File: src/rtl/core/assert_macros.svh
// ----------------------------------------------------------------------------
// Assertion macros
// Shared concurrent assertion forms for the point locator RTL.
// ----------------------------------------------------------------------------
`ifndef ASSERT_MACROS_SVH
`define ASSERT_MACROS_SVH

// Same-cycle implication, disabled while reset is asserted.
`define RCB_ASSERT_NOW(label, clk, rst_n, ante, cons, msg) \
	label: assert property (@(posedge clk) disable iff (!(rst_n)) (ante) |-> (cons)) \
		else $error(msg);

// Next-cycle implication, disabled while reset is asserted.
`define RCB_ASSERT_NEXT(label, clk, rst_n, ante, cons, msg) \
	label: assert property (@(posedge clk) disable iff (!(rst_n)) (ante) |=> (cons)) \
		else $error(msg);

`endif

File: src/rtl/core/rcb_pkg.sv
// ----------------------------------------------------------------------------
// rcb_pkg
// Types and constants shared by the tiling point locator modules.
// ----------------------------------------------------------------------------
package rcb_pkg;

	localparam int COORD_W       = 32;
	localparam int MAX_CELLS_DEF = 64;
	localparam int CFG_IDX_W     = 3;
	localparam int CNT_REG_W     = 7;
	localparam int IDX_OUT_W     = 6;

	localparam logic OP_BUILD  = 1'b0;
	localparam logic OP_LOCATE = 1'b1;

	typedef enum logic [CFG_IDX_W-1:0] {
		REG_MIN_X = 3'd0,
		REG_MIN_Y = 3'd1,
		REG_MIN_Z = 3'd2,
		REG_MAX_X = 3'd3,
		REG_MAX_Y = 3'd4,
		REG_MAX_Z = 3'd5,
		REG_COUNT = 3'd6
	} cfg_reg_t;

	typedef struct packed {
		logic                      op;
		logic signed [COORD_W-1:0] point_x;
		logic signed [COORD_W-1:0] point_y;
		logic signed [COORD_W-1:0] point_z;
	} item_t;

	typedef struct packed {
		logic [IDX_OUT_W-1:0]      cell_index;
		logic                      found;
		logic signed [COORD_W-1:0] lo_x;
		logic signed [COORD_W-1:0] lo_y;
		logic signed [COORD_W-1:0] lo_z;
		logic signed [COORD_W-1:0] hi_x;
		logic signed [COORD_W-1:0] hi_y;
		logic signed [COORD_W-1:0] hi_z;
		logic                      last;
	} result_t;

	typedef struct packed {
		logic [2:0][COORD_W-1:0] lo;
		logic [2:0][COORD_W-1:0] hi;
	} box_t;

endpackage

File: src/rtl/core/rcb_mul.sv
// ----------------------------------------------------------------------------
// rcb_mul
// Shared unsigned multiplier with a registered product.
// ----------------------------------------------------------------------------
module rcb_mul import rcb_pkg::*; #(
	parameter int W = COORD_W + 1
) (
	input  logic           clk,
	input  logic [W-1:0]   a,
	input  logic [W-1:0]   b,
	output logic [2*W-1:0] prod_q
);

	always_ff @(posedge clk) begin
		prod_q <= {{W{1'b0}}, a} * {{W{1'b0}}, b};
	end

endmodule

File: config.mk
export PLATFORM = sky130hd
export DESIGN_NAME = rcb_mul
export DESIGN_NICKNAME = d
export VERILOG_FILES = /design/src/rtl/core/assert_macros.svh /design/src/rtl/core/rcb_pkg.sv /design/src/rtl/core/rcb_mul.sv
export SDC_FILE = /design/constraint.sdc
export NUM_CORES = 2
export LEC_CHECK = 0
export BUFFER_PORTS_ARGS = -buffer_cell sky130_fd_sc_hd__buf_2
export CAP_MARGIN = 20
export CORE_MARGIN = 5
export CORE_UTILIZATION = 68
export DETAILED_ROUTE_END_ITERATION = 12
export PLACE_DENSITY = 0.84
export SETUP_SLACK_MARGIN = 0.4
export SKIP_LAST_GASP = 1
export SYNTH_ARGS = -nofsm -noshare
export SYNTH_HDL_FRONTEND = slang
export SYNTH_SLANG_ARGS = --single-unit
File: constraint.sdc
create_clock -name clk -period 21.2 [get_ports clk]
set_input_delay 3.18 -clock clk [delete_from_list [all_inputs] [get_ports clk]]
set_output_delay 3.18 -clock clk [all_outputs]
set_load 0.02 [all_outputs]
==> results.yml <==
cells_and_area:
  drive_gt1_share_pct: 4.03
  final_common_cell: "inv_1"
  largest-register: "prod_q"
  nFillCells: 4001
  multiInputGateArea_um2: 30600
  area_delta_synth_final_pct: 3.01
  final_cell_mix: "inv_1, fa_1, and2_1"
  largest_register_ffs: 66
  nets: 5278
  register_area_um2: 1320
  top_regs: "prod_q (66)"
clock_network:
  cts_made_buffers: 9
  hold_buffers: 0
  clockRootBuffer: "clkbuf_16"
  clkTransAtPathRegs_ns: 0.05
  cts_resized: 0
  cts_sinks: 66
  htreeDepth: 3
  cts_tree: "built"
  postCtsSetupBuffers: 0
  clockBufferDepth: 2
synthesis:
  yosys.area.top_type_share_pct: 52.4
  synth_xor_area_share_pct: 1.56
  ys_ff_latch: 66
  netlist_instances: 4048
  synth_top_family_by_area: "adder cells"
  netlist_area_um2: 36600
  synth.area.mux_share_pct: 0
  postSynthAreaPerCell_um2: 9.04
  async_reset_ff_share_pct: 0
  synth_cell_type_count: 57
  synthAdderAreaFrac_pct: 61.5
  synth_enable_flop_cells: 0
  synth_area_leaders: "fa_1, inv_1, and2_1"
  yosysSeqAreaShare_pct: 3.61
  yosys.area.top_type: "fa_1"
  ys_warn_count: 0
  ys.flop_type: "dfxtp_1"
  synth-simple-area-share_pct: 17.0
  synth_nets: 5338
  synth_compound_area_share_pct: 3.45
worst_setup_path:
  setup.worst_path.start_class: "input pin"
  path_max_fanout: 33
  crit_type: "input pin to flip-flop"
  required_ns: 21.47
  worstSetupEndpointType: "flip-flop"
  crit_chain: "buf_2 -> nand2_1 -> fa_1 -> fa_1 -> fa_1 -> fa_1 -> inv_1 -> fa_1 -> fa_1 -> fa_1 -> inv_1 -> fa_1 -> inv_1 -> ha_1 -> nand2_1 -> or4_1 -> or3_1 -> o22ai_1 -> o211a_1 -> o21ai_2 -> nand3b_4 -> o31a_1 -> o21ai_2 -> xor2_1"
  crit_family: "adder cells"
  critPathSlowestCell: "buf_2"
  worst-path-buf-inv: 4
  worstPathArrival_ns: 11.27
  slowest_delay_ns: 0.65
  cp_common_cell: "fa_1"
min_path:
  holdPathStages: 2
  worstHoldPathType: "input pin to flip-flop"
  holdPathEnd: "prod_q[0]"
  min-delay-start: "b[0]"
routing:
  via_per_inst: 5.76
  dr.pass1.iters: 6
  routed-via-count: 27000
  finalWirelength_um: 94200
  post-route-drc-count: 0
  wire_per_inst_um: 20.1
  final_antenna_net_count: 0
  drt_iter0_markers: 1828
sta:
  fmax_mhz: 90.9
  setup_viol: 0
  hold_violations: 0
  rsz0062_at_grt: "no"
  period_minus_slack_ns: 11.00
  final.setup.tns_ns: 0
  tightestPinTransition_ns: 0.891
  slew_headroom_pct: 40.6
  drv_slew: 0
  min_period_over_period_pct: 51.9
global_route:
  grt.total_usage_pct: 33.0
  grt-ovfl-total: 0
  grt_max_degree: 34
  antenna_found_initial: 7
  grt_pass1_vias: 30000
  grt_pass1_wl_um: 154000
die:
  io_pins: 133
  rows: 85
  die_h_um: 242
  initial_core_util_pct: 68.3
  dieWidth_um: 242
  core_area_um2: 53600
  dieArea_um2: 58600
run_status:
  outcome: "complete, no violations"
placement:
  io_buffers: 132
  dp_hpwl_um: 73700
  gp_congestion: 0.952
job:
  cap_violations: 0
-- final cells by class --
class                   instances  share of cell area [%]
inverters                    1049                    10.4
clock buffers                  10                   0.634
multi-input cells            2722                    81.0
flip-flops and latches         66                    3.50
well taps                     696                    2.31
diodes                          5                  0.0332
repair buffers                140                    1.91
clock inverters                 5                   0.146
-- cell usage after synthesis (3+ instances only) --
| library cell | instances |
|---|---|
| inv_1 | 1048 |
| and2_1 | 574 |
| a211oi_1 | 5 |
| nor2b_1 | 6 |
| nor3_1 | 4 |
| o21bai_1 | 8 |
| dfxtp_1 | 66 |
| a21o_1 | 31 |
| o21ai_1 | 23 |
| and4_1 | 4 |
| and3_1 | 7 |
| nand4_1 | 16 |
| o21a_1 | 7 |
| nand2_1 | 567 |
| nor2_1 | 33 |
| clkbuf_1 | 209 |
| ha_1 | 265 |
| a21oi_1 | 73 |
| fa_1 | 958 |
| o31ai_1 | 3 |
| xnor2_1 | 41 |
| a31oi_1 | 6 |
| o21ai_0 | 15 |
| nand3_1 | 10 |
| xor2_1 | 24 |
| a21boi_1 | 3 |
-- worst max-delay path by stage --
stage	from	endpoint	slack, ns	cells past startpoint
detailed placement	b[9]	prod_q[58]	9.95	24
floorplan	b[0]	prod_q[58]	10.92	28
finish	b[10]	prod_q[58]	10.20	24
global route	b[10]	prod_q[58]	9.83	24
global placement	b[9]	prod_q[58]	10.03	24
CTS	b[9]	prod_q[58]	10.26	24
-- logic make-up after synthesis --
group | Yosys count
flops | 66
fa+ha+maj | 1223
compound gates | 201
buf+inv | 1260
xor+xnor | 65
simple gates | 1233
-- per-layer routing --
layer | track usage (%) | wire length (um)
met3 | 5.45 | 7790
met2 | 55.9 | 46700
met1 | 39.1 | 31700
met5 | 0 | 0
met4 | 21.8 | 8020
-- per-stage QoR --
| stage | cell area (um2) | util (%) | hold slack, ns | cells | setup WS [ns] |
|---|---|---|---|---|---|
| global placement | 37400 | 69.8 | 3.60 | 4673 | 10.03 |
| finish | 37700 | 70.4 | 3.44 | 4693 | 10.20 |
| floorplan | 36600 | - | 3.31 | 4048 | 10.92 |
| CTS | 37700 | 70.3 | 3.41 | 4688 | 10.26 |
| detailed placement | 37400 | 69.8 | 3.60 | 4673 | 9.95 |
| global route | 37700 | 70.3 | 3.44 | 4691 | 9.83 |
Power is left out: the tool's default activity adds up to more than one toggle a clock period on the data nets, which glitch-free logic cannot reach.
